<file path="src/rtl/owbm_pkg.sv">
`default_nettype none

package owbm_pkg;

	// timing defaults and sizes
	localparam int BITS_PER_BYTE_DEF = 8;
	localparam int TIMER_WIDTH_DEF   = 10;
	localparam int QUEUE_DEPTH       = 2;
	localparam int CFG_DATA_W        = 10;
	localparam int CFG_INDEX_W       = 3;

	// register widths
	localparam int W_RESET_LOW  = 10;
	localparam int W_PRES_DLY   = 8;
	localparam int W_RESET_REC  = 10;
	localparam int W_SLOT       = 8;
	localparam int W_W1_LOW     = 4;
	localparam int W_W0_LOW     = 7;
	localparam int W_RD_LOW     = 4;
	localparam int W_RD_SAMPLE  = 6;

	// opcodes
	localparam logic [2:0] OP_TICK       = 3'd0;
	localparam logic [2:0] OP_RESET      = 3'd1;
	localparam logic [2:0] OP_WRITE_BYTE = 3'd2;
	localparam logic [2:0] OP_READ_BYTE  = 3'd3;
	localparam logic [2:0] OP_WRITE_BIT  = 3'd4;
	localparam logic [2:0] OP_READ_BIT   = 3'd5;

	// register indexes
	typedef enum logic [CFG_INDEX_W-1:0] {
		REG_RESET_LOW   = 3'd0,
		REG_PRES_DELAY  = 3'd1,
		REG_RESET_REC   = 3'd2,
		REG_SLOT        = 3'd3,
		REG_W1_LOW      = 3'd4,
		REG_W0_LOW      = 3'd5,
		REG_RD_LOW      = 3'd6,
		REG_RD_SAMPLE   = 3'd7
	} owbm_reg_t;

	// sequencer phases
	typedef enum logic [2:0] {
		PH_IDLE     = 3'd0,
		PH_RST_LOW  = 3'd1,
		PH_RST_WAIT = 3'd2,
		PH_RST_REC  = 3'd3,
		PH_SLOT     = 3'd4
	} owbm_phase_t;

	typedef struct packed {
		logic [2:0] opcode;
		logic [7:0] data_byte;
		logic       line_level;
	} owbm_in_t;

	typedef struct packed {
		logic       drive_low;
		logic       busy_res;
		logic       done_res;
		logic       presence_found;
		logic [7:0] read_value;
		logic       command_rejected;
	} owbm_out_t;

	// classified request held in the queue
	typedef struct packed {
		logic       cmd;
		logic [2:0] op;
		logic [7:0] load_data;
		logic       line;
	} owbm_entry_t;

	typedef struct packed {
		logic [W_RESET_LOW-1:0] reset_low_time;
		logic [W_PRES_DLY-1:0]  presence_sample_delay;
		logic [W_RESET_REC-1:0] reset_recovery_time;
		logic [W_SLOT-1:0]      slot_time;
		logic [W_W1_LOW-1:0]    write_one_low_time;
		logic [W_W0_LOW-1:0]    write_zero_low_time;
		logic [W_RD_LOW-1:0]    read_low_time;
		logic [W_RD_SAMPLE-1:0] read_sample_time;
	} owbm_cfg_t;

	localparam owbm_cfg_t CFG_RESET = '{
		reset_low_time:        10'd500,
		presence_sample_delay: 8'd50,
		reset_recovery_time:   10'd450,
		slot_time:             8'd70,
		write_one_low_time:    4'd6,
		write_zero_low_time:   7'd60,
		read_low_time:         4'd6,
		read_sample_time:      6'd15
	};

endpackage

`default_nettype wire

</file>
<file path="src/rtl/owbm_front.sv">
`default_nettype none

module owbm_front
	import owbm_pkg::*;
(
	input  wire logic        clk,
	input  wire logic        arst_n,
	input  wire logic        in_valid,
	output logic             in_ready,
	input  wire owbm_in_t    in_item,
	output logic             entry_valid,
	output owbm_entry_t      entry,
	input  wire logic        entry_pop
);

	localparam int PTR_W = (QUEUE_DEPTH > 1) ? $clog2(QUEUE_DEPTH) : 1;

	owbm_entry_t      mem_q [QUEUE_DEPTH];
	logic [PTR_W-1:0] wr_ptr_q;
	logic [PTR_W-1:0] rd_ptr_q;
	logic [PTR_W:0]   count_q;
	owbm_entry_t      cls;
	logic             push;

	// classify the request: command or plain tick, and the data to load
	always_comb begin
		cls.op   = in_item.opcode;
		cls.line = in_item.line_level;
		unique case (in_item.opcode) inside
			OP_RESET, OP_READ_BYTE, OP_READ_BIT: begin
				cls.cmd       = 1'b1;
				cls.load_data = 8'd0;
			end
			OP_WRITE_BYTE: begin
				cls.cmd       = 1'b1;
				cls.load_data = in_item.data_byte;
			end
			OP_WRITE_BIT: begin
				cls.cmd       = 1'b1;
				cls.load_data = {7'd0, in_item.data_byte[0]};
			end
			default: begin
				cls.cmd       = 1'b0;
				cls.load_data = 8'd0;
			end
		endcase
	end

	assign in_ready    = (count_q != (PTR_W+1)'(QUEUE_DEPTH));
	assign push        = in_valid && in_ready;
	assign entry_valid = (count_q != '0);
	assign entry       = mem_q[rd_ptr_q];

	// queue storage, depth is a power of two so pointers wrap on their own
	always_ff @(posedge clk) begin
		if (push) begin
			mem_q[wr_ptr_q] <= cls;
		end
	end

	// queue pointers and fill count
	always_ff @(posedge clk or negedge arst_n) begin
		if (!arst_n) begin
			wr_ptr_q <= '0;
			rd_ptr_q <= '0;
			count_q  <= '0;
		end else begin
			if (push) begin
				wr_ptr_q <= wr_ptr_q + 1'b1;
			end
			if (entry_pop) begin
				rd_ptr_q <= rd_ptr_q + 1'b1;
			end
			if (push && !entry_pop) begin
				count_q <= count_q + 1'b1;
			end else if (!push && entry_pop) begin
				count_q <= count_q - 1'b1;
			end
		end
	end

endmodule

`default_nettype wire

</file>
<file path="src/rtl/owbm_back.sv">
`default_nettype none

module owbm_back
	import owbm_pkg::*;
#(
	parameter int BITS_PER_BYTE = BITS_PER_BYTE_DEF,
	parameter int TIMER_WIDTH   = TIMER_WIDTH_DEF
) (
	input  wire logic        clk,
	input  wire logic        arst_n,
	input  wire logic        entry_valid,
	input  wire owbm_entry_t entry,
	output logic             entry_pop,
	input  wire owbm_cfg_t   cfg,
	output logic             out_valid,
	input  wire logic        out_ready,
	output owbm_out_t        out_item
);

	localparam int CW = (TIMER_WIDTH > 10) ? TIMER_WIDTH : 10;
	localparam logic [TIMER_WIDTH-1:0] TMAX   = {TIMER_WIDTH{1'b1}};
	localparam logic [CW-1:0]          TMAX_C = CW'(TMAX);
	localparam logic [3:0]             BYTE_BITS = 4'(BITS_PER_BYTE);

	owbm_phase_t            phase_q, phase_d;
	logic [2:0]             kind_q, kind_d;
	logic [TIMER_WIDTH-1:0] tick_q, tick_d;
	logic [3:0]             bits_q, bits_d;
	logic [7:0]             shift_q, shift_d;
	logic                   pres_q, pres_d;
	logic                   drive_q, drive_d;
	logic                   done, rej;
	owbm_out_t              res;
	owbm_out_t              out_q;
	logic                   out_valid_q;

	function automatic logic clamp_unused_guard(input logic a);
		clamp_unused_guard = a;
	endfunction

	// limit a time to what the tick counter can reach
	function automatic logic [CW-1:0] clamp(input logic [CW-1:0] v);
		clamp = (v > TMAX_C) ? TMAX_C : v;
	endfunction

	function automatic logic is_read(input logic [2:0] k);
		is_read = (k == OP_READ_BYTE) || (k == OP_READ_BIT);
	endfunction

	assign entry_pop = entry_valid && (!out_valid_q || out_ready);

	// one tick of the sequencer
	always_comb begin
		logic [TIMER_WIDTH-1:0] tick_inc;
		logic [CW-1:0]          tick_x;
		logic [CW-1:0]          low;
		logic [CW-1:0]          endv;
		logic [CW-1:0]          sp;
		logic [3:0]             total;
		logic [2:0]             idx;

		phase_d  = phase_q;
		kind_d   = kind_q;
		tick_d   = tick_q;
		bits_d   = bits_q;
		shift_d  = shift_q;
		pres_d   = pres_q;
		drive_d  = drive_q;
		done     = 1'b0;
		rej      = (phase_q != PH_IDLE) && entry.cmd;
		tick_inc = (tick_q == TMAX) ? tick_q : tick_q + 1'b1;
		tick_x   = CW'(tick_inc);
		low      = '0;
		endv     = '0;
		sp       = '0;
		total    = 4'd1;
		idx      = '0;

		unique case (phase_q)
			PH_IDLE: begin
				if (entry.cmd) begin
					kind_d  = entry.op;
					tick_d  = '0;
					drive_d = 1'b1;
					if (entry.op == OP_RESET) begin
						phase_d = PH_RST_LOW;
						pres_d  = 1'b0;
					end else begin
						phase_d = PH_SLOT;
						bits_d  = ((entry.op == OP_WRITE_BYTE) || (entry.op == OP_READ_BYTE))
							? BYTE_BITS : 4'd1;
						shift_d = entry.load_data;
					end
				end
			end
			PH_RST_LOW: begin
				tick_d = tick_inc;
				if (tick_x >= clamp(CW'(cfg.reset_low_time))) begin
					drive_d = 1'b0;
					phase_d = PH_RST_WAIT;
					tick_d  = '0;
				end
			end
			PH_RST_WAIT: begin
				tick_d = tick_inc;
				if (tick_x >= clamp(CW'(cfg.presence_sample_delay))) begin
					pres_d  = !entry.line;
					phase_d = PH_RST_REC;
					tick_d  = '0;
				end
			end
			PH_RST_REC: begin
				tick_d = tick_inc;
				if (tick_x >= clamp(CW'(cfg.reset_recovery_time))) begin
					phase_d = PH_IDLE;
					tick_d  = '0;
					done    = 1'b1;
				end
			end
			PH_SLOT: begin
				tick_d = tick_inc;
				if (is_read(kind_q)) begin
					low = clamp(CW'(cfg.read_low_time));
				end else if (shift_q[0]) begin
					low = clamp(CW'(cfg.write_one_low_time));
				end else begin
					low = clamp(CW'(cfg.write_zero_low_time));
				end
				endv = clamp(CW'(cfg.slot_time));
				if (endv < low) begin
					endv = low;
				end
				if (tick_x >= low) begin
					drive_d = 1'b0;
				end
				// read sample, pulled in to the slot end when that comes first
				if (is_read(kind_q)) begin
					sp = clamp(CW'(cfg.read_sample_time));
					if (sp == '0) begin
						sp = CW'(1);
					end
					if ((sp > endv) && (endv != '0)) begin
						sp = endv;
					end
					if (tick_x == sp) begin
						total   = (kind_q == OP_READ_BYTE) ? BYTE_BITS : 4'd1;
						idx     = 3'(total - bits_q);
						shift_d = shift_q | (8'(entry.line) << idx);
					end
				end
				// slot end: next bit or finish
				if (tick_x >= endv) begin
					if (!is_read(kind_q)) begin
						shift_d = shift_q >> 1;
					end
					bits_d = bits_q - 4'd1;
					tick_d = '0;
					if (bits_d == 4'd0) begin
						phase_d = PH_IDLE;
						drive_d = 1'b0;
						done    = 1'b1;
					end else begin
						drive_d = 1'b1;
					end
				end
			end
			default: begin
				tick_d  = tick_inc;
				phase_d = PH_IDLE;
				drive_d = 1'b0;
			end
		endcase

		res.drive_low        = drive_d;
		res.busy_res         = (phase_d != PH_IDLE);
		res.done_res         = done;
		res.presence_found   = pres_d;
		res.read_value       = is_read(kind_d) ? shift_d : 8'd0;
		res.command_rejected = clamp_unused_guard(rej);
	end

	// phase register
	always_ff @(posedge clk or negedge arst_n) begin
		if (!arst_n) begin
			phase_q <= PH_IDLE;
		end else if (entry_pop) begin
			phase_q <= phase_d;
		end
	end

	// sequencer datapath state
	always_ff @(posedge clk or negedge arst_n) begin
		if (!arst_n) begin
			kind_q  <= '0;
			tick_q  <= '0;
			bits_q  <= '0;
			shift_q <= '0;
			pres_q  <= 1'b0;
			drive_q <= 1'b0;
		end else if (entry_pop) begin
			kind_q  <= kind_d;
			tick_q  <= tick_d;
			bits_q  <= bits_d;
			shift_q <= shift_d;
			pres_q  <= pres_d;
			drive_q <= drive_d;
		end
	end

	// output register
	always_ff @(posedge clk or negedge arst_n) begin
		if (!arst_n) begin
			out_valid_q <= 1'b0;
		end else if (entry_pop) begin
			out_valid_q <= 1'b1;
		end else if (out_ready) begin
			out_valid_q <= 1'b0;
		end
	end

	always_ff @(posedge clk) begin
		if (entry_pop) begin
			out_q <= res;
		end
	end

	assign out_valid = out_valid_q;
	assign out_item  = out_q;

endmodule

`default_nettype wire

</file>
<file path="src/rtl/one_wire_bus_master_unit.sv">
// channel   | direction | handshake             | payload
// ----------+-----------+-----------------------+-----------------------
// input     | in        | in_valid / in_ready   | in_item (owbm_in_t)
// result    | out       | out_valid / out_ready | out_item (owbm_out_t)
// config    | in        | cfg_we                | cfg_index, cfg_data
//
// one request per clock while in_ready is high: each request is one bus tick,
// and the sequencer takes one tick per cycle, unless the result is stalled, from
// a two-entry queue into the output register, where its result is held.
// reset puts the sequencer in idle with the line released and loads the
// default timings; a stalled result holds while the queue takes two more.
`default_nettype none

module one_wire_bus_master_unit
	import owbm_pkg::*;
#(
	parameter int BITS_PER_BYTE = BITS_PER_BYTE_DEF,
	parameter int TIMER_WIDTH   = TIMER_WIDTH_DEF
) (
	input  wire logic                   clk,
	input  wire logic                   arst_n,
	input  wire logic                   in_valid,
	output logic                        in_ready,
	input  wire owbm_in_t               in_item,
	output logic                        out_valid,
	input  wire logic                   out_ready,
	output owbm_out_t                   out_item,
	input  wire logic                   cfg_we,
	input  wire logic [CFG_INDEX_W-1:0] cfg_index,
	input  wire logic [CFG_DATA_W-1:0]  cfg_data
);

	owbm_cfg_t   cfg_q;
	logic        entry_valid;
	owbm_entry_t entry;
	logic        entry_pop;

	// timing registers
	always_ff @(posedge clk or negedge arst_n) begin
		if (!arst_n) begin
			cfg_q <= CFG_RESET;
		end else if (cfg_we) begin
			unique case (owbm_reg_t'(cfg_index))
				REG_RESET_LOW:  cfg_q.reset_low_time        <= cfg_data[W_RESET_LOW-1:0];
				REG_PRES_DELAY: cfg_q.presence_sample_delay <= cfg_data[W_PRES_DLY-1:0];
				REG_RESET_REC:  cfg_q.reset_recovery_time   <= cfg_data[W_RESET_REC-1:0];
				REG_SLOT:       cfg_q.slot_time             <= cfg_data[W_SLOT-1:0];
				REG_W1_LOW:     cfg_q.write_one_low_time    <= cfg_data[W_W1_LOW-1:0];
				REG_W0_LOW:     cfg_q.write_zero_low_time   <= cfg_data[W_W0_LOW-1:0];
				REG_RD_LOW:     cfg_q.read_low_time         <= cfg_data[W_RD_LOW-1:0];
				REG_RD_SAMPLE:  cfg_q.read_sample_time      <= cfg_data[W_RD_SAMPLE-1:0];
				default: ;
			endcase
		end
	end

	owbm_front u_front (
		.clk         (clk),
		.arst_n      (arst_n),
		.in_valid    (in_valid),
		.in_ready    (in_ready),
		.in_item     (in_item),
		.entry_valid (entry_valid),
		.entry       (entry),
		.entry_pop   (entry_pop)
	);

	owbm_back #(
		.BITS_PER_BYTE (BITS_PER_BYTE),
		.TIMER_WIDTH   (TIMER_WIDTH)
	) u_back (
		.clk         (clk),
		.arst_n      (arst_n),
		.entry_valid (entry_valid),
		.entry       (entry),
		.entry_pop   (entry_pop),
		.cfg         (cfg_q),
		.out_valid   (out_valid),
		.out_ready   (out_ready),
		.out_item    (out_item)
	);

endmodule

`default_nettype wire

</file>
<file path="config.mk">
export PLATFORM = sky130hd
export DESIGN_NAME = one_wire_bus_master_unit
export DESIGN_NICKNAME = d
export VERILOG_FILES = /design/src/rtl/owbm_pkg.sv /design/src/rtl/owbm_front.sv /design/src/rtl/owbm_back.sv /design/src/rtl/one_wire_bus_master_unit.sv
export SDC_FILE = /design/constraint.sdc
export NUM_CORES = 1
export LEC_CHECK = 0
export BUFFER_PORTS_ARGS = -buffer_cell sky130_fd_sc_hd__buf_2
export CAP_MARGIN = 20
export CORE_UTILIZATION = 40
export CTS_CLUSTER_SIZE = 10
export DETAILED_ROUTE_END_ITERATION = 10
export SLEW_MARGIN = 0
export SYNTH_ARGS = -nofsm -noshare
export SYNTH_HDL_FRONTEND = slang
export SYNTH_HIERARCHICAL = 1
export SYNTH_SLANG_ARGS = --single-unit
</file>
<file path="constraint.sdc">
create_clock -name clk -period 7.8 [get_ports clk]
set_input_delay 0 -clock clk [delete_from_list [all_inputs] [get_ports clk]]
set_output_delay 0 -clock clk [all_outputs]
set_load 0.01 [all_outputs]
</file>
* After elaboration in Yosys (flattened, before gate mapping)
Memory sizes are Yosys's and may differ from the RTL's.
Index checks and enable logic that the tools add are counted.
** Word-level totals
- Bits in registers :: 105
- Memory bits (writable) :: 26
- Output and inout port bits :: 15
- Word-level logic and storage cells :: 175
- Memories :: 1
** Memory list
- u_front.mem_q :: depth 2, bits a word 13, rd ports 1, clocked after memory_dff 0, write ports 1, line owbm_front.sv:18 : owbm_entry_t mem_q [QUEUE_DEPTH];
** Operators by class
- Add/sub/neg operators :: 7
- Magnitude comparators :: 9
- Equal/unequal tests :: 29
- Shifts and indexed selects :: 1
- Multiplexer cells :: 65
- Bitwise operators :: 1
- Reduce and logical (&&, ||, !) cells :: 37
** Operators by type and width (count)
- $mux W10 :: 17
- $pmux W10 S5 :: 1
- $mux W8 :: 6
- $ge A10 B10 Y1 :: 4
- $pmux W8 S2 :: 2
- $eq A3 B2 Y1 const B :: 10
- $eq A3 B3 Y1 const B :: 9
- $mux W3 :: 9
- $gt A10 B10 Y1 const B :: 2
- $reduce_and A2 Y1 :: 9
- $mux W1 :: 17
- $mux W4 :: 4
- $pmux W3 S5 :: 1
- $eq A3 B1 Y1 const B :: 4
- $add A10 B1 Y10 const B :: 1
- $eq A10 B10 Y1 :: 1
- $eq A10 B10 Y1 const B :: 1
- $ge A10 B8 Y1 :: 1
- $gt A10 B10 Y1 :: 1
- $lt A8 B10 Y1 :: 1
- $reduce_bool A10 Y1 :: 1
- $or A8 B8 Y8 :: 1
- $pmux W4 S2 :: 1
- $reduce_bool A2 Y1 :: 4
- other kinds (23) :: 41

* Longest topological paths before layout
Gate-level depths: netlist of run 1.
- Depth after elaboration :: 18
- Gate-level depth with buffers :: 27
- Depth with buffers taken out :: 24

* Hierarchy
Netlist of run 1, hierarchy kept.
** By module, submodules not included
- owbm_back :: times used 1, cells an instance 602, area each 4832.1 um2
- one_wire_bus_master_unit :: times used 1, cells an instance 128, area each 2227.1 um2
- owbm_front :: times used 1, cells an instance 70, area each 1228.7 um2

* Worst setup path before layout of run 1
No wires, ideal clock.
- Kind :: register to register
- Start :: reg u_back.kind_q[2]
- End :: reg u_back.drive_q
- Setup time :: 0.125 ns
- Arrival :: 5.502 ns
- Data required time :: 7.675 ns
- Path slack :: 2.174 ns
- Stages on the path, launching flop included :: 24
- Path buffers :: 3
- Clock period less this slack :: 5.626 ns
- Cells stage by stage :: dfrtp_1 xnor2_1 nor2_2 a21oi_1 ha_1 nand3_1 nor3b_1 o2111ai_2 a21oi_1 or2_1 buf_4 clkbuf_1 mux2_2 ha_1 nand2b_1 a21o_1 a21o_1 maj3_1 o2111ai_1 a31o_2 clkbuf_1 mux2i_1 o22ai_1 mux2_2
** On the way
- Word-level cells in the longest chain between the ends :: 10
- Elaborated cells between the ends (all ways) :: 13
** RTL lines
- start, declared :: line owbm_back.sv:26 : logic [2:0] kind_q, kind_d;
- start signal, assigned :: line owbm_back.sv:201 : kind_q <= kind_d;
- $eq A3 B2 Y1 or $eq A3 B3 Y1 (tied branches) :: line owbm_back.sv:47 : is_read = (k == OP_READ_BYTE) || (k == OP_READ_BIT);
- $logic_or A1 B1 Y1 (*) :: line owbm_back.sv:47
- $mux W10 (*) :: line owbm_back.sv:122 : if (is_read(kind_q)) begin
- $mux W10 (*) :: line owbm_back.sv:79 : unique case (phase_q)
- $lt A8 B10 Y1 :: line owbm_back.sv:130 : if (endv < low) begin
- $mux W10 :: line owbm_back.sv:130
- $mux W10 :: line owbm_back.sv:79
- $ge A10 B10 Y1 :: line owbm_back.sv:152 : if (tick_x >= endv) begin
- $mux W1 (*) :: line owbm_back.sv:152
- $pmux W1 S4 (*) :: line owbm_back.sv:79
- net u_back.drive_d :: line owbm_back.sv:31 : logic drive_q, drive_d;
- end signal, assigned :: line owbm_back.sv:206 : drive_q <= drive_d;
- end, declared :: line owbm_back.sv:31
Mark *: on every way through the listed nets, which the timed path passes. The rest lies on a longest branch. The select of a mux whose other input is x is not followed.
A chain may end at the register's enable or synchronous reset.

* Worst setup path after layout of run 1
- Start :: reg u_back.kind_q[2]
- End :: reg u_back.shift_q[4]
** On the way
- Word-level cells in the longest chain between the ends :: 18
- Elaborated cells between the ends (all ways) :: 25
** RTL lines
- $eq A3 B2 Y1 or $eq A3 B3 Y1 (tied branches) :: line owbm_back.sv:47, owbm_back.sv:146
- $logic_or A1 B1 Y1 :: line owbm_back.sv:47
- $mux W10 :: line owbm_back.sv:122
- $mux W10 :: line owbm_back.sv:79
- $lt A8 B10 Y1 :: line owbm_back.sv:130
- $mux W10 :: line owbm_back.sv:130
- $mux W10 :: line owbm_back.sv:79
- $gt A10 B10 Y1 or $reduce_bool A10 Y1 (tied branches) :: line owbm_back.sv:142 : if ((sp > endv) && (endv != '0)) begin
- [... 2 more ...]
- $mux W10 :: line owbm_back.sv:137 : if (is_read(kind_q)) begin
- $mux W10 :: line owbm_back.sv:79
- $eq A10 B10 Y1 :: line owbm_back.sv:145 : if (tick_x == sp) begin
- $mux W8 :: line owbm_back.sv:145
- $mux W8 :: line owbm_back.sv:137
- $mux W8 :: line owbm_back.sv:153 : if (!is_read(kind_q)) begin
- $mux W8 (*) :: line owbm_back.sv:152
- $pmux W8 S2 (*) :: line owbm_back.sv:79
- end signal, assigned :: line owbm_back.sv:204 : shift_q <= shift_d;
- end, declared :: line owbm_back.sv:29 : logic [7:0] shift_q, shift_d;
Mark *: on every way between the ends. The rest lies on a longest branch, timed or not. The select of a mux whose other input is x is not followed.

==> results of run 1 <==
-- critical path: stages, from the launching register on --
cell	delay, ns
dfrtp_1	0.44
xnor2_1	0.23
nor2_2	0.42
a21oi_1	0.27
ha_1	0.33
nand3_1	0.06
nor3b_1	0.45
o2111ai_2	0.28
a21oi_1	0.33
or2_1	0.50
mux2_2	0.44
ha_1	0.27
nand2b_1	0.14
a21o_1	0.17
a21o_1	0.17
maj3_1	0.38
o2111ai_1	0.21
a31o_2	0.36
nor2_1	0.23
a211oi_1	0.50
inv_1	0.09
o22ai_1	0.16
a211oi_2	0.07
-- power by group through the flow --
stage / Combinational, mW / Sequential [mW] / Clock [mW]
floorplan: 1.40 / 1.06 / 0
global placement: 1.74 / 1.13 / 0
detailed placement: 1.76 / 1.13 / 0
CTS: 1.78 / 1.12 / 0.794
global route: 1.98 / 1.15 / 0.823
finish: 1.79 / 1.12 / 0.779
-- state kept, by name, indices dropped and copies added (netlist names) --
register,cells
u_back/shift_q,8
u_back/tick_q,10
u_back/phase_q,3
u_back/pres_q,1
u_back/out_valid,1
u_front/mem_q,26
u_back/kind_q,3
cfg_q,57
u_front/wr_ptr_q,1
u_front/rd_ptr_q,1
u_back/out_item,13
u_back/bits_q,4
u_back/drive_q,1
u_front/count_q,2
-- area by class of cell --
class,instances,area [sq um]
flip-flops and latches,131,3510
well taps,270,338
clock buffers,19,433
repair buffers,76,526
clock inverters,13,135
multi-input cells,584,4440
inverters,57,214
fillers,1945,10700
-- through the flow --
| step | power (mW) | hold WS (ns) | worst slack [ns] |
|---|---|---|---|
| floorplan | 2.45 | -0.296 | 2.17 |
| global placement | 2.87 | -0.000733 | 1.54 |
| detailed placement | 2.88 | 0.000413 | 1.25 |
| CTS | 3.69 | 0.0613 | 1.23 |
| global route | 3.95 | 0.0874 | 0.633 |
| finish | 3.69 | 0.0723 | 1.16 |
-- cells in the mapped netlist (9+ instances only) --
cell type / number
a21o_1: 24
nand4_1: 9
edfxtp_1: 39
mux2_2: 60
nor3_1: 23
ha_1: 54
dfstp_2: 28
nand2b_1: 21
clkbuf_1: 17
and2_1: 10
nor2_1: 48
dfrtp_1: 64
a21oi_1: 31
nand2_1: 49
a22oi_1: 9
nor2b_1: 11
a211oi_1: 10
o31ai_1: 10
mux2_1: 18
nand3_1: 31
o21ai_0: 40
inv_1: 56
mux2i_1: 11
o22ai_1: 10
-- cell families after synthesis --
logic type               after synthesis  share of synthesized area
AO/OA/AOI/OAI                        182                      0.154
AND/OR/NAND/NOR                      240                      0.158
buffers and inverters                 85                     0.0426
adder cells (fa/ha/maj)               56                     0.0839
multiplexers                          89                      0.119
flip-flops                           131                      0.423
XOR/XNOR                              17                     0.0189
-- path summary, 6_finish.rpt --
check / startpoint / endpoint / slack [ns] / cells after the start
max in group asynchronous: arst_n / u_back/out_valid$_DFFE_PN0P_ / 6.59 / 3
min: cfg_index[2] / cfg_q[39]$_DFFE_PN0P_ / 0.07 / 3
max: u_back/kind_q[2]$_DFFE_PN0P_ / u_back/shift_q[4]$_DFFE_PN0P_ / 1.16 / 22
min reg2reg: cfg_q[42]$_DFFE_PN0P_ / cfg_q[42]$_DFFE_PN0P_ / 0.48 / 1
min in group asynchronous: arst_n / cfg_q[48]$_DFFE_PN0P_ / 0.09 / 2
max reg2reg: u_back/kind_q[2]$_DFFE_PN0P_ / u_back/shift_q[4]$_DFFE_PN0P_ / 1.16 / 22
-- metal layers --
layer / track usage / up-vias
li1: - / 3072
met1: 0.264 / 3016
met2: 0.308 / 156
met3: 0.0345 / 19
met4: 0.0721 / 0
met5: 0 / -
==> impl_metrics.env, run 1 <==
export IMPL_switching_power_mw=1.56
export IMPL_setup_viol=0
export IMPL_crit_arrival_ns=6.92
export IMPL_clock_power_share=0.211
export IMPL_rows=52
export IMPL_vias_per_cell=5.45
export IMPL_fmax_mhz=151
export IMPL_grt_use_total=0.194
export IMPL_clk_insertion_delay_late_ns=0.42
export IMPL_drc_errors=0
export IMPL_cts_hold_buf=25
export IMPL_ctsLongestPathBuffers=2
export IMPL_critPathMaxFanout=15
export IMPL_p_int_mw=2.13
export IMPL_wl_met2_mm=9.30
export IMPL_ctsResizeCount=0
export IMPL_hold_viol_final=0
export IMPL_async_reset_ff_frac=0.702
export IMPL_grt_antenna_before_repair=0
export IMPL_cts_clk_slew_worst_paths_ns=0.06
export IMPL_cap_violations=0
export IMPL_worst_pin_slew_ns=0.995
export IMPL_drt_iter0_drc=387
export IMPL_yosys_warnings=6
export IMPL_cp_required_ns=8.08
export IMPL_coreArea_sq_um=20300
export IMPL_ys_types=81
export IMPL_nNetsFinal=951
export IMPL_h_tree_depth=4
export IMPL_synth_area_leaders="dfrtp_1 19%, edfxtp_1 14%, dfstp_2 8.9%"
export IMPL_wl_met1_mm=9.45
export IMPL_routed_top_layer="met4"
export IMPL_max_slew_margin=0.335
export IMPL_min_path_type="primary input to flop"
export IMPL_ys_ff_latch=131
export IMPL_grt_pass1_wl_mm=32.5
export IMPL_dp_hpwl_mm=14.3
export IMPL_crit_type="flop to flop"
export IMPL_netlist_instances=800
export IMPL_p_seq_frac=0.303
export IMPL_drtAntennaViolNets=0
export IMPL_fin_crit_ns=6.64
export IMPL_wire_per_inst_microns=17.2
export IMPL_ir_drop_mv=0.203
export IMPL_switching_share=0.423
export IMPL_cp_start_kind="flop"
export IMPL_post_route_period_util=0.852
export IMPL_clock_skew_ns=0.0111
export IMPL_boundaryPins=45
export IMPL_status="finished clean"
export IMPL_postLayoutCoreUtil=0.473
export IMPL_dieHeight_microns=146
export IMPL_synth_edf_count=39
export IMPL_final_instance_count_excl_fill=1150
export IMPL_final_cell_mix="64 x dfrtp_1, 60 x mux2_2, 56 x inv_1, 54 x ha_1, 49 x nand2_1"
export IMPL_syn_to_final_growth_pct=15.8
export IMPL_gp_congestion=0.878
export IMPL_vias=6263
export IMPL_syn_cell_area_sq_um=8290
export IMPL_synth_ff_type="dfrtp_1"
export IMPL_fin_tns_setup_ns=0
export IMPL_p_leak_nw=4.17
export IMPL_routed_wl_mm=19.8
export IMPL_final_common_cell="dfrtp_1"
export IMPL_dp_cells=1092
export IMPL_drv_slew=0
export IMPL_dr_wl_met3_microns=772
export IMPL_grt_pass1_vias=6086
export IMPL_cts_tree="yes"
export IMPL_p_comb_frac=0.486
export IMPL_layout_drive_gt1_share=0.228
export IMPL_port_buffers=44
export IMPL_synth_top_area_frac=0.193
export IMPL_post_cts_setup_buffer_count=0
export IMPL_start_util=0.408
export IMPL_clockRootBuffer="clkbuf_16"
export IMPL_power_density_nw_per_um2=385
export IMPL_diodes=0
export IMPL_cts_sinks=131
export IMPL_numCtsBuffers=17
export IMPL_first_pass_iters=5
export IMPL_grt_start_max_net_pins=55
export IMPL_finish_instance_area_sq_um=9590
export IMPL_placed_cell_area_sq_um=8770
export IMPL_ys_seq_area_frac=0.423
export IMPL_die_area_sq_um=21300
export IMPL_synth_top_area_cell="dfrtp_1"
export IMPL_die_w_microns=146
export IMPL_avgSynthCellArea_sq_um=10.4
export IMPL_synth_nets=884
export IMPL_rsz0062_at_grt="no"
export IMPL_gr_total_overflow=0
export IMPL_end_kind="flop"
No activity file was read; power rests on OpenSTA's default activity.
==> run 2, diff against run 1 <==
==> constraint.sdc (replaced) <==
create_clock -name clk -period 7.8 [get_ports clk]
set_input_delay 0.39 -clock clk [delete_from_list [all_inputs] [get_ports clk]]
set_output_delay 0.39 -clock clk [all_outputs]
set_load 0.01 [all_outputs]
==> run 2 against run 1 <==
Against the previous run: clock power about the same; combinational power barely moved; sequential power barely moved; non-clock buffer count down 24; via count shrank 1.4%; fmax up 0.11%; sequential cell count stayed put; cell area fell by 2.5%; first-iteration DRC count shrank 6.2%; largest cell class unchanged.
==> impl_metrics.env, run 2 (synthesis results as in run 1) <==
export IMPL_clock_skew_ns=0.0113
export IMPL_rsz0062_at_grt="no"
export IMPL_gp_congestion=0.878
export IMPL_grt_pass1_wl_mm=32.1
export IMPL_routed_wl_mm=19.6
export IMPL_worst_pin_slew_ns=0.998
export IMPL_seq_area_sq_um=3510
export IMPL_grt_pass1_vias=5966
export IMPL_drt_iter0_drc=363
export IMPL_start_util=0.408
export IMPL_final_common_cell="dfrtp_1"
export IMPL_vias=6176
export IMPL_nNetsFinal=927
export IMPL_switching_share=0.424
export IMPL_multiInputGateArea_sq_um=4440
export IMPL_wire_per_inst_microns=17.4
export IMPL_cts_tree="yes"
export IMPL_grt_antenna_before_repair=0
export IMPL_post_route_period_util=0.851
export IMPL_hold_viol_final=0
export IMPL_drc_errors=0
export IMPL_layout_drive_gt1_share=0.235
export IMPL_cp_required_ns=8.08
export IMPL_fmax_mhz=151
export IMPL_fin_ws_ns=1.16
export IMPL_final_cell_mix="64 x dfrtp_1, 60 x mux2_2, 56 x inv_1, 54 x ha_1, 49 x nand2_1"
export IMPL_critPathMaxFanout=15
export IMPL_grt_use_total=0.192
export IMPL_boundaryPins=45
export IMPL_diodes=0
export IMPL_dieHeight_microns=146
export IMPL_fin_crit_ns=6.64
export IMPL_setup_viol=0
export IMPL_clk_insertion_delay_late_ns=0.42
export IMPL_crit_arrival_ns=6.91
export IMPL_status="finished clean"
export IMPL_ctsResizeCount=0
export IMPL_clock_power_share=0.212
export IMPL_p_seq_frac=0.304
export IMPL_largest_register_ffs=57
export IMPL_cap_violations=0
export IMPL_ir_drop_mv=0.202
export IMPL_die_w_microns=146
export IMPL_cts_sinks=131
export IMPL_clockRootBuffer="clkbuf_16"
export IMPL_min_path_type="primary input to flop"
export IMPL_syn_to_final_growth_pct=12.9
export IMPL_gr_total_overflow=0
export IMPL_die_area_sq_um=21300
export IMPL_vias_per_cell=5.48
export IMPL_largest_register="cfg_q"
export IMPL_grt_start_max_net_pins=55
export IMPL_fin_tns_setup_ns=0
export IMPL_first_pass_iters=5
export IMPL_power_density_nw_per_um2=393
export IMPL_h_tree_depth=4
export IMPL_cts_clk_slew_worst_paths_ns=0.06
export IMPL_switching_power_mw=1.56
export IMPL_p_leak_nw=4.07
export IMPL_drv_slew=0
export IMPL_nFillCells=1967
export IMPL_coreArea_sq_um=20300
export IMPL_end_kind="flop"
export IMPL_dp_slack_ns=1.25
export IMPL_p_comb_frac=0.484
export IMPL_crit_type="flop to flop"
export IMPL_rows=52
export IMPL_numCtsBuffers=17
export IMPL_drtAntennaViolNets=0
export IMPL_cp_start_kind="flop"
export IMPL_port_buffers=44
export IMPL_max_slew_margin=0.333
export IMPL_p_int_mw=2.12
export IMPL_whs_ns=0.162
export IMPL_dp_hpwl_mm=14.3
export IMPL_ctsLongestPathBuffers=2
-- run 2: final timing paths --
kind	start	endpoint	slack, ns	cells past startpoint
max	u_back/kind_q[2]$_DFFE_PN0P_	u_back/shift_q[5]$_DFFE_PN0P_	1.16	22
min	in_item[0]	u_front/mem_q[0][0]$_DFFE_PP_	0.16	1
max reg2reg	u_back/kind_q[2]$_DFFE_PN0P_	u_back/shift_q[5]$_DFFE_PN0P_	1.16	22
min reg2reg	cfg_q[42]$_DFFE_PN0P_	cfg_q[42]$_DFFE_PN0P_	0.48	1
max in group asynchronous	arst_n	u_back/out_valid$_DFFE_PN0P_	6.20	3
min in group asynchronous	arst_n	cfg_q[48]$_DFFE_PN0P_	0.48	2
-- run 2: layer usage --
metal | global-route usage | routed length (microns) | vias to the layer above
met5 | 0 | 0 | -
met4 | 0.0721 | 335 | 0
met3 | 0.0351 | 771 | 27
met2 | 0.303 | 9120 | 161
met1 | 0.262 | 9380 | 2970
li1 | - | - | 3018
-- run 2: through the flow --
stage	utilization	cells	cell area (sq um)	total power [mW]
after floorplan	-	800	8290	2.45
after global placement	0.432	1091	8760	2.87
after detailed placement	0.432	1092	8770	2.88
after CTS	0.460	1125	9350	3.68
after global routing	0.461	1126	9350	3.94
final	0.461	1126	9350	3.68
-- run 2: layout make-up --
type	instances	share of cell area
clock buffer	19	0.0463
clock inverter	13	0.0144
inverter	57	0.0229
multi-input combinational	584	0.475
sequential	131	0.375
tap	270	0.0361
timing repair buffer	52	0.0305
-- run 2: timing repair --
action,CTS,global route
buffers inserted,0,0
hold buffers,1,0
hold endpoints to repair,20,0
setup endpoints to repair,0,0
-- run 2: worst max-delay path, stage by stage, from the launching register on --
cell and delay, ns:
dfrtp_1 0.44, xnor2_1 0.23, nor2_2 0.42, a21oi_1 0.26, ha_1 0.33, nand3_1 0.06
nor3b_1 0.46, o2111ai_2 0.28, a21oi_1 0.33, or2_1 0.50, mux2_2 0.44, ha_1 0.27
nand2b_1 0.14, a21o_1 0.17, a21o_1 0.17, maj3_1 0.38, o2111ai_1 0.21, a31o_2 0.36
nor2_1 0.24, a211oi_1 0.49, inv_1 0.08, o22ai_1 0.18, a211oi_2 0.06
-- run 2: power by group through the flow --
stage                     clock [mW]  sequential, mW  combinational, mW
after floorplan                    0            1.06               1.40
after global placement             0            1.13               1.74
after detailed placement           0            1.13               1.76
after CTS                      0.794            1.12               1.77
after global routing           0.823            1.15               1.97
final                          0.780            1.12               1.78
